File: src/hdl/omrs_pkg.sv
// Package: shared constants for the ordered multiset rank/select block.
`default_nettype none
package omrs_pkg;
    localparam int TABLE_DEPTH_DEF = 64;
    localparam int COUNT_BITS_DEF  = 16;
    localparam int VAL_W           = 32;
    localparam int OP_W            = 3;
    localparam int ST_W            = 2;

    localparam logic [OP_W-1:0] OP_INSERT = 3'd0;
    localparam logic [OP_W-1:0] OP_REMOVE = 3'd1;
    localparam logic [OP_W-1:0] OP_RANK   = 3'd2;
    localparam logic [OP_W-1:0] OP_KTH    = 3'd3;
    localparam logic [OP_W-1:0] OP_PRED   = 3'd4;
    localparam logic [OP_W-1:0] OP_SUCC   = 3'd5;

    localparam logic [ST_W-1:0] ST_DONE   = 2'd0;
    localparam logic [ST_W-1:0] ST_ABSENT = 2'd1;
    localparam logic [ST_W-1:0] ST_FULL   = 2'd2;
endpackage
`default_nettype wire

File: src/hdl/omrs_ram.sv
// Generic single-port-write, single-port-read RAM with registered read data.
`default_nettype none
module omrs_ram #(
    parameter int WIDTH = 32,
    parameter int DEPTH = 64
) (
    input  wire logic                     aclk,
    input  wire logic                     we,
    input  wire logic [$clog2(DEPTH)-1:0] waddr,
    input  wire logic [WIDTH-1:0]         wdata,
    input  wire logic [$clog2(DEPTH)-1:0] raddr,
    output logic      [WIDTH-1:0]         rdata
);
    logic [WIDTH-1:0] mem [DEPTH];

    always_ff @(posedge aclk) begin
        if (we) begin
            mem[waddr] <= wdata;
        end
        rdata <= mem[raddr];
    end
endmodule
`default_nettype wire

File: src/hdl/ordered_multiset_rank_select.sv
// Top level: ordered multiset with rank, select and neighbor queries on a sorted table.
// Usage:
//   s_axis_* carries one request beat: tdata[2:0] op, tdata[34:3] operand (40 bits).
//   m_axis_* carries one result beat: tdata[31:0] answer, tdata[33:32] status.
//   Ops: insert, remove, rank, kth, predecessor, successor; op 6/7 report absent.
// Storage: one RAM holds {value, count} per distinct value in ascending order,
//   with registered read data. Entries are walked in index order from 0.
// Sequence: a search walks one entry per cycle through the registered read port,
//   and the next beat is taken only after the result has moved to the output
//   register. Insert of a new value and remove of the last copy then shift the
//   tail one entry per cycle between the search stop and the top entry, unless
//   that entry is at the end of the table; search and shift cover the table once.
//   One item is in work at a time.
// Reset: used and total counts clear; RAM content needs no clearing.
// Stall: the result sits in an output register until taken; the next request
//   is taken while that result waits, but its own result waits for the slot.
`default_nettype none
module ordered_multiset_rank_select #(
    parameter int TABLE_DEPTH = omrs_pkg::TABLE_DEPTH_DEF,
    parameter int COUNT_BITS  = omrs_pkg::COUNT_BITS_DEF
) (
    input  wire logic        aclk,
    input  wire logic        aresetn,
    input  wire logic        s_axis_tvalid,
    output logic             s_axis_tready,
    input  wire logic [39:0] s_axis_tdata,   // op[2:0], operand[34:3], zero pad
    output logic             m_axis_tvalid,
    input  wire logic        m_axis_tready,
    output logic      [39:0] m_axis_tdata    // answer[31:0], status[33:32], zero pad
);
    localparam int AW  = $clog2(TABLE_DEPTH);
    localparam int UW  = $clog2(TABLE_DEPTH + 1);
    localparam int VW  = omrs_pkg::VAL_W;
    localparam int EW  = VW + COUNT_BITS;
    localparam int TW  = UW + COUNT_BITS;
    localparam int RW  = (TW + 1 > 33) ? TW + 1 : 33;
    localparam logic [COUNT_BITS-1:0] CNT_MAX = {COUNT_BITS{1'b1}};
    localparam logic [RW-1:0] RANK_SAT = RW'(32'h7FFF_FFFF);

    // Sequencer states
    localparam logic [2:0] S_IDLE  = 3'd0;
    localparam logic [2:0] S_SCAN  = 3'd1;
    localparam logic [2:0] S_UPD   = 3'd2;
    localparam logic [2:0] S_SHUP  = 3'd3;
    localparam logic [2:0] S_SHDN  = 3'd4;
    localparam logic [2:0] S_RES   = 3'd5;
    localparam logic [2:0] S_INS   = 3'd6;

    logic [2:0]             state_reg, state_next;
    logic [UW-1:0]          used_reg, used_next;
    logic [TW-1:0]          total_reg, total_next;
    logic [omrs_pkg::OP_W-1:0] op_reg, op_next;
    logic signed [VW-1:0]   opnd_reg, opnd_next;
    logic [UW-1:0]          idx_reg, idx_next;     // entry whose data arrives now
    logic                   rdv_reg, rdv_next;     // read data valid
    logic [RW-1:0]          acc_reg, acc_next;     // rank sum or remaining k
    logic signed [VW-1:0]   prev_reg, prev_next;   // last value below operand
    logic                   hasprev_reg, hasprev_next;
    logic [UW-1:0]          pos_reg, pos_next;
    logic [COUNT_BITS-1:0]  pcnt_reg, pcnt_next;
    logic                   hit_reg, hit_next;
    logic [UW-1:0]          sh_reg, sh_next;       // shift cursor
    logic [VW-1:0]          ans_reg, ans_next;
    logic [1:0]             st_reg, st_next;
    logic                   ovld_reg, ovld_next;
    logic [VW-1:0]          oans_reg, oans_next;
    logic [1:0]             ost_reg, ost_next;

    logic                   we;
    logic [AW-1:0]          waddr, raddr;
    logic [EW-1:0]          wdata, rdata;
    logic signed [VW-1:0]   r_val;
    logic [COUNT_BITS-1:0]  r_cnt;

    assign r_val = rdata[EW-1:COUNT_BITS];
    assign r_cnt = rdata[COUNT_BITS-1:0];

    omrs_ram #(.WIDTH(EW), .DEPTH(TABLE_DEPTH)) u_ram (
        .aclk(aclk), .we(we), .waddr(waddr), .wdata(wdata),
        .raddr(raddr), .rdata(rdata)
    );

    wire in_fire  = s_axis_tvalid && s_axis_tready;
    wire out_fire = m_axis_tvalid && m_axis_tready;

    assign s_axis_tready = (state_reg == S_IDLE);
    assign m_axis_tvalid = ovld_reg;
    assign m_axis_tdata  = {6'd0, ost_reg, oans_reg};

    // Sequencer
    always_comb begin
        logic signed [VW-1:0] v;
        logic stop;
        state_next = state_reg; used_next = used_reg; total_next = total_reg;
        op_next = op_reg; opnd_next = opnd_reg; idx_next = idx_reg;
        rdv_next = 1'b0; acc_next = acc_reg; prev_next = prev_reg;
        hasprev_next = hasprev_reg; pos_next = pos_reg; pcnt_next = pcnt_reg;
        hit_next = hit_reg; sh_next = sh_reg; ans_next = ans_reg; st_next = st_reg;
        ovld_next = ovld_reg; oans_next = oans_reg; ost_next = ost_reg;
        we = 1'b0; waddr = '0; wdata = '0; raddr = '0;
        v = opnd_reg; stop = 1'b0;
        if (out_fire) ovld_next = 1'b0;
        unique case (state_reg)
            S_IDLE: begin
                if (in_fire) begin
                    op_next  = s_axis_tdata[2:0];
                    opnd_next = s_axis_tdata[34:3];
                    idx_next = '0;
                    rdv_next = (used_reg != '0);
                    raddr    = '0;
                    acc_next = (s_axis_tdata[2:0] == omrs_pkg::OP_KTH)
                             ? RW'(s_axis_tdata[34:3]) : RW'(1);
                    hasprev_next = 1'b0;
                    hit_next = 1'b0;
                    pos_next = '0;
                    state_next = S_SCAN;
                end
            end
            S_SCAN: begin
                // One entry per cycle; next read issued speculatively
                if (rdv_reg) begin
                    case (op_reg)
                        omrs_pkg::OP_SUCC: stop = (r_val > v);
                        omrs_pkg::OP_KTH:  stop = (acc_reg[TW-1:0] <= TW'(r_cnt));
                        default:           stop = !(r_val < v);
                    endcase
                end
                if (op_reg == omrs_pkg::OP_KTH &&
                    (v < 1 || RW'(unsigned'(v)) > RW'(total_reg))) begin
                    ans_next = '1; st_next = omrs_pkg::ST_ABSENT; state_next = S_RES;
                end else if (rdv_reg && !stop) begin
                    if (op_reg == omrs_pkg::OP_KTH) acc_next = acc_reg - RW'(r_cnt);
                    else acc_next = acc_reg + RW'(r_cnt);
                    prev_next = r_val; hasprev_next = 1'b1;
                    idx_next = idx_reg + 1'b1;
                    rdv_next = (idx_reg + 1'b1 < used_reg);
                    raddr = AW'(idx_reg + 1'b1);
                end else begin
                    pos_next = idx_reg; pcnt_next = r_cnt;
                    hit_next = rdv_reg && (r_val == v);
                    state_next = S_RES;
                    case (op_reg)
                        omrs_pkg::OP_INSERT, omrs_pkg::OP_REMOVE: state_next = S_UPD;
                        omrs_pkg::OP_RANK: begin
                            ans_next = (acc_reg > RANK_SAT) ? VW'(RANK_SAT) : VW'(acc_reg);
                            st_next = omrs_pkg::ST_DONE;
                        end
                        omrs_pkg::OP_KTH: begin
                            ans_next = r_val; st_next = omrs_pkg::ST_DONE;
                        end
                        omrs_pkg::OP_PRED: begin
                            ans_next = hasprev_reg ? prev_reg : '1;
                            st_next = hasprev_reg ? omrs_pkg::ST_DONE : omrs_pkg::ST_ABSENT;
                        end
                        omrs_pkg::OP_SUCC: begin
                            ans_next = rdv_reg ? r_val : '1;
                            st_next = rdv_reg ? omrs_pkg::ST_DONE : omrs_pkg::ST_ABSENT;
                        end
                        default: begin
                            ans_next = '0; st_next = omrs_pkg::ST_ABSENT;
                        end
                    endcase
                end
            end
            S_UPD: begin
                ans_next = '0; st_next = omrs_pkg::ST_DONE; state_next = S_RES;
                if (op_reg == omrs_pkg::OP_INSERT) begin
                    if (hit_reg) begin
                        if (pcnt_reg == CNT_MAX) st_next = omrs_pkg::ST_FULL;
                        else begin
                            we = 1'b1; waddr = AW'(pos_reg);
                            wdata = {opnd_reg, pcnt_reg + 1'b1};
                            total_next = total_reg + 1'b1;
                        end
                    end else if (used_reg == UW'(TABLE_DEPTH)) begin
                        st_next = omrs_pkg::ST_FULL;
                    end else if (used_reg == pos_reg) begin
                        we = 1'b1; waddr = AW'(pos_reg);
                        wdata = {opnd_reg, COUNT_BITS'(1)};
                        used_next = used_reg + 1'b1; total_next = total_reg + 1'b1;
                    end else begin
                        // Move tail up from the top entry
                        sh_next = used_reg; raddr = AW'(used_reg - 1'b1);
                        state_next = S_SHUP;
                    end
                end else if (!hit_reg) begin
                    st_next = omrs_pkg::ST_ABSENT;
                end else if (pcnt_reg != COUNT_BITS'(1)) begin
                    we = 1'b1; waddr = AW'(pos_reg);
                    wdata = {opnd_reg, pcnt_reg - 1'b1};
                    total_next = total_reg - 1'b1;
                end else if (pos_reg + 1'b1 == used_reg) begin
                    used_next = used_reg - 1'b1; total_next = total_reg - 1'b1;
                end else begin
                    sh_next = pos_reg; raddr = AW'(pos_reg + 1'b1);
                    state_next = S_SHDN;
                end
            end
            S_SHUP: begin
                // rdata holds entry sh-1; write it to sh
                we = 1'b1; waddr = AW'(sh_reg); wdata = rdata;
                if (sh_reg - 1'b1 == pos_reg) begin
                    state_next = S_INS;
                end else begin
                    sh_next = sh_reg - 1'b1; raddr = AW'(sh_reg - 2'd2);
                end
            end
            S_SHDN: begin
                // rdata holds entry sh+1; write it to sh
                we = 1'b1; waddr = AW'(sh_reg); wdata = rdata;
                if (sh_reg + 2'd2 == used_reg) begin
                    used_next = used_reg - 1'b1; total_next = total_reg - 1'b1;
                    state_next = S_RES;
                end else begin
                    sh_next = sh_reg + 1'b1; raddr = AW'(sh_reg + 2'd2);
                end
            end
            S_INS: begin
                // place the new value in the gap left by the tail shift
                we = 1'b1; waddr = AW'(pos_reg);
                wdata = {opnd_reg, COUNT_BITS'(1)};
                used_next = used_reg + 1'b1; total_next = total_reg + 1'b1;
                ans_next = '0; st_next = omrs_pkg::ST_DONE;
                state_next = S_RES;
            end
            S_RES: begin
                if (!ovld_reg || out_fire) begin
                    ovld_next = 1'b1; oans_next = ans_reg; ost_next = st_reg;
                    state_next = S_IDLE;
                end
            end
            default: state_next = S_IDLE;
        endcase
    end

    always_ff @(posedge aclk) begin
        if (!aresetn) begin
            state_reg <= S_IDLE; used_reg <= '0; total_reg <= '0; ovld_reg <= 1'b0;
            rdv_reg <= 1'b0;
        end else begin
            state_reg <= state_next; used_reg <= used_next; total_reg <= total_next;
            ovld_reg <= ovld_next; rdv_reg <= rdv_next;
        end
        op_reg <= op_next; opnd_reg <= opnd_next; idx_reg <= idx_next;
        acc_reg <= acc_next; prev_reg <= prev_next; hasprev_reg <= hasprev_next;
        pos_reg <= pos_next; pcnt_reg <= pcnt_next; hit_reg <= hit_next;
        sh_reg <= sh_next; ans_reg <= ans_next; st_reg <= st_next;
        oans_reg <= oans_next; ost_reg <= ost_next;
    end

    // Checks
    a_used_max: assert property (@(posedge aclk) disable iff (!aresetn)
        used_reg <= UW'(TABLE_DEPTH)) else $error("used count above depth");
    a_total_ge_used: assert property (@(posedge aclk) disable iff (!aresetn)
        TW'(used_reg) <= total_reg) else $error("total below distinct count");
    a_out_hold: assert property (@(posedge aclk) disable iff (!aresetn)
        m_axis_tvalid && !m_axis_tready |=> m_axis_tvalid && $stable(m_axis_tdata))
        else $error("result dropped while stalled");
    a_status: assert property (@(posedge aclk) disable iff (!aresetn)
        m_axis_tvalid |-> m_axis_tdata[33:32] != 2'd3) else $error("bad status");
endmodule
`default_nettype wire
File: config.mk
export PLATFORM = sky130hd
export DESIGN_NAME = ordered_multiset_rank_select
export DESIGN_NICKNAME = d
export VERILOG_FILES = /design/src/hdl/omrs_pkg.sv /design/src/hdl/omrs_ram.sv /design/src/hdl/ordered_multiset_rank_select.sv
export SDC_FILE = /design/constraint.sdc
export NUM_CORES = 2
export LEC_CHECK = 0
export ABC_CLOCK_PERIOD_IN_PS = 6300
export BUFFER_PORTS_ARGS = -buffer_cell sky130_fd_sc_hd__buf_4
export CAP_MARGIN = 20
export CORE_MARGIN = 1
export CORE_UTILIZATION = 40
export DETAILED_ROUTE_END_ITERATION = 10
export HOLD_SLACK_MARGIN = 0.05
export SLEW_MARGIN = 25
export SYNTH_ARGS = -nofsm -noshare
export SYNTH_HDL_FRONTEND = slang
export SYNTH_HIERARCHICAL = 1
export SYNTH_SLANG_ARGS = --single-unit
export TNS_END_PERCENT = 100
File: constraint.sdc
create_clock -name aclk -period 6.3 [get_ports aclk]
set_input_delay 0.315 -clock aclk [delete_from_list [all_inputs] [get_ports aclk]]
set_output_delay 0.315 -clock aclk [all_outputs]
set_load 0.02 [all_outputs]
==> impl_metrics.py <==
metrics = {
    "layout": {
        "nets": 7639,
        "fin_area_sq_um": 156000,
        "largest_reg_flops": 3072,
        "layout-drive-gt1-share_pct": 24.9,
        "synthToLayoutAreaGrowth_pct": 15.7,
        "final_util_pct": 46.6,
    },
    "power": {
        "internal_power_mw": 45.6,
        "power_switching_mw": 21.5,
        "clockPowerShare_pct": 30.2,
        "pwr-share-seq_pct": 41.6,
        "ir_worst_vdd_v": 0.000292,
        "power_mw": 67.1,
        "comb_power_share_pct": 28.2,
        "switching_share_pct": 32.0,
        "leakagePower_nw": 49.1,
        "p_per_area_nw_per_um2": 430,
    },
    "floorplanning": {
        "start_util_pct": 40.3,
        "fp.dieW_um": 583,
        "dieArea_sq_um": 339000,
        "die_h_um": 583,
        "core_sq_um": 334000,
        "num_io_pins": 86,
        "rows": 212,
    },
    "synth": {
        "synth_edf_count": 3279,
        "ys_warn_count": 6,
        "synth_area_leaders": "edfxtp_1, mux4_2, mux2i_1",
        "synthDistinctLibCells": 85,
        "synth_top_area_share_pct": 73.0,
        "ys_ff_latch": 3362,
        "synth_common_cells": "edfxtp_1, mux4_2, nand2_1, mux2i_1, clkbuf_1",
        "synth_area_per_cell_sq_um": 19.3,
        "yosys.area.top_type": "edfxtp_1",
        "async_flop_share_pct": 0,
        "yosysSeqAreaShare_pct": 74.3,
        "syn_inst": 6979,
        "synth_flop_cell": "edfxtp_1",
        "synth_area_sq_um": 135000,
        "synth.most_common_cell": "edfxtp_1",
    },
    "setup_path": {
        "crit_type": "reg2reg",
        "end_kind": "flop",
        "r2r_slack_ps": 270,
        "cp-start-kind": "flop",
        "crit_required_ps": 7010,
        "arrival_ps": 6730,
        "cp_max_fo": 32,
    },
    "status": {
        "status": "finished clean",
    },
    "global_route": {
        "track_usage_pct": 22.1,
        "gr-total-overflow": 0,
        "grt_pass1_wl_mm": 541,
        "antenna_found_initial": 29,
        "grt_max_degree": 65,
        "grt_pass1_vias": 73100,
    },
    "route": {
        "wirelength_mm": 379,
        "final_antenna_net_count": 0,
        "vias": 73300,
        "via_per_inst": 5.98,
        "drc": 0,
        "drt_pass1_iterations": 9,
        "wl_per_cell_um": 30.9,
        "first_iter_violations": 9106,
    },
    "placed_design": {
        "portBuffers": 74,
        "dp_slack_ps": 192,
        "gp_congestion": 0.890,
        "hpwl_mm": 222,
        "placed_cell_area_sq_um": 144000,
    },
    "sta": {
        "period_share_pct": 95.6,
        "final-setup-viol-count": 0,
        "worst_slack_ps": 275,
        "slew_viol_final": 0,
        "hold_violations": 0,
        "fmax_mhz": 166,
        "fin_skew_ps": 76.2,
        "period_needed_ps": 6030,
        "tightest_slew_ps": 1150,
        "final.setup.tns_ps": 0,
        "timing.slew.headroom_pct": 22.5,
        "rsz0062_at_grt": "false",
    },
    "clock_network": {
        "clk_latency_ps": 910,
        "cts.sinks": 3362,
        "cts_max_level": 5,
        "clk_pin_slew_ps": 60,
        "cts_buffers": 347,
        "cts_tree": "done",
        "clockBufferDepth": 4,
        "post_cts_buffers": 0,
        "cts_root_buf": "clkbuf_16",
    },
    "min_path": {
        "hold_class": "in2reg",
    },
    "job": {
        "maxCapViolations": 0,
    },
}
## cell usage in the layout, fill, tap and decap left out, types with 64 or more instances in the layout
master        n
edfxtp_1   3279
mux4_2      672
buf_4       394
clkbuf_16   354
nand2_1     241
mux2i_1     213
nand3_1     156
a21oi_1     144
o22ai_1     143
nor2_1      133
ha_1        125
buf_12      113
o21ai_0     110
inv_1       105
nand4_1      93
a22oi_1      87
dfxtp_1      83
clkinv_2     78
mux2_2       71
clkbuf_1     70
nor2_4       65
xnor2_1      64
## worst max-delay path, stage by stage (launching register included)
cell      delay [ps]
dfxtp_1          810
ha_1             390
a21oi_1          160
a21oi_1           80
o21a_1           260
o41ai_1          560
o211ai_1         240
nor3_2           290
buf_4            260
a221o_4          350
buf_12           180
buf_12           230
buf_4            300
buf_4            220
mux4_2           300
a22oi_1          260
nand4_1          330
and3_1           450
## per-layer routing
metal,wire [um],global-route usage [%],vias to the layer above,share of wire (%)
met2,181000,35.7,3404,48
met3,32600,3.28,562,8.6
met5,0,0,-,0
li1,-,-,30000,-
met4,11000,6.13,0,2.9
met1,154000,31.2,39300,41
## power groups by stage
stage	Combinational, mW	Sequential, mW	Clock, mW
CTS	18.7	27.9	20.6
finish	18.9	27.9	20.3
global placement	18.2	28.4	0
global route	19.9	28.0	21.4
floorplan	10.8	27.8	0
detailed placement	18.6	28.4	0
## worst paths after layout
kind,endpoint,startpoint,cells past startpoint
worst max-delay path,u_ram/rdata[22],u_ram/rdata[35],17
worst min-delay path,op_reg[0],s_axis_tdata[0],2
worst max register to register,u_ram/rdata[22],u_ram/rdata[35],17
worst min register to register,oans_reg[18],ans_reg[18],0
## metrics by stage
stage	hold slack (ps)	cells
detailed placement	405	11600
CTS	128	12200
global route	150	12200
floorplan	400	6984
global placement	404	11600
finish	178	12300
## logic make-up after synthesis
group | Yosys count | share of synthesized area [%]
xor gates and xnor gates | 99 | 0.685
buffers and inverters | 520 | 1.95
AOI/OAI and AO/OA | 919 | 4.82
muxes | 958 | 13.4
DFF | 3362 | 74.3
and+or+nand+nor | 994 | 3.66
adders and majority gates | 126 | 1.18
other | 1 | 0.00278
## area by class of cell
class	instances	area (sq um)
Tap cell	4494	5620
Clock buffer	429	9190
Sequential cell	3362	100000
Clock inverter	198	1920
Antenna cell	11	27.5
Timing Repair Buffer	549	5670
Multi-Input combinational cell	3102	33000
Fill cell	27800	179000
Inverter	107	402
## what timing repair did
| item | 4_1_cts | 5_1_grt |
|---|---|---|
| endpoints found under the setup margin | 0 | 3 |
| hold buffers | 38 | 0 |
| endpoints found under the hold margin | 90 | 0 |
| gates resized for setup | 0 | 2 |
(Power assumes the default switching activity.)
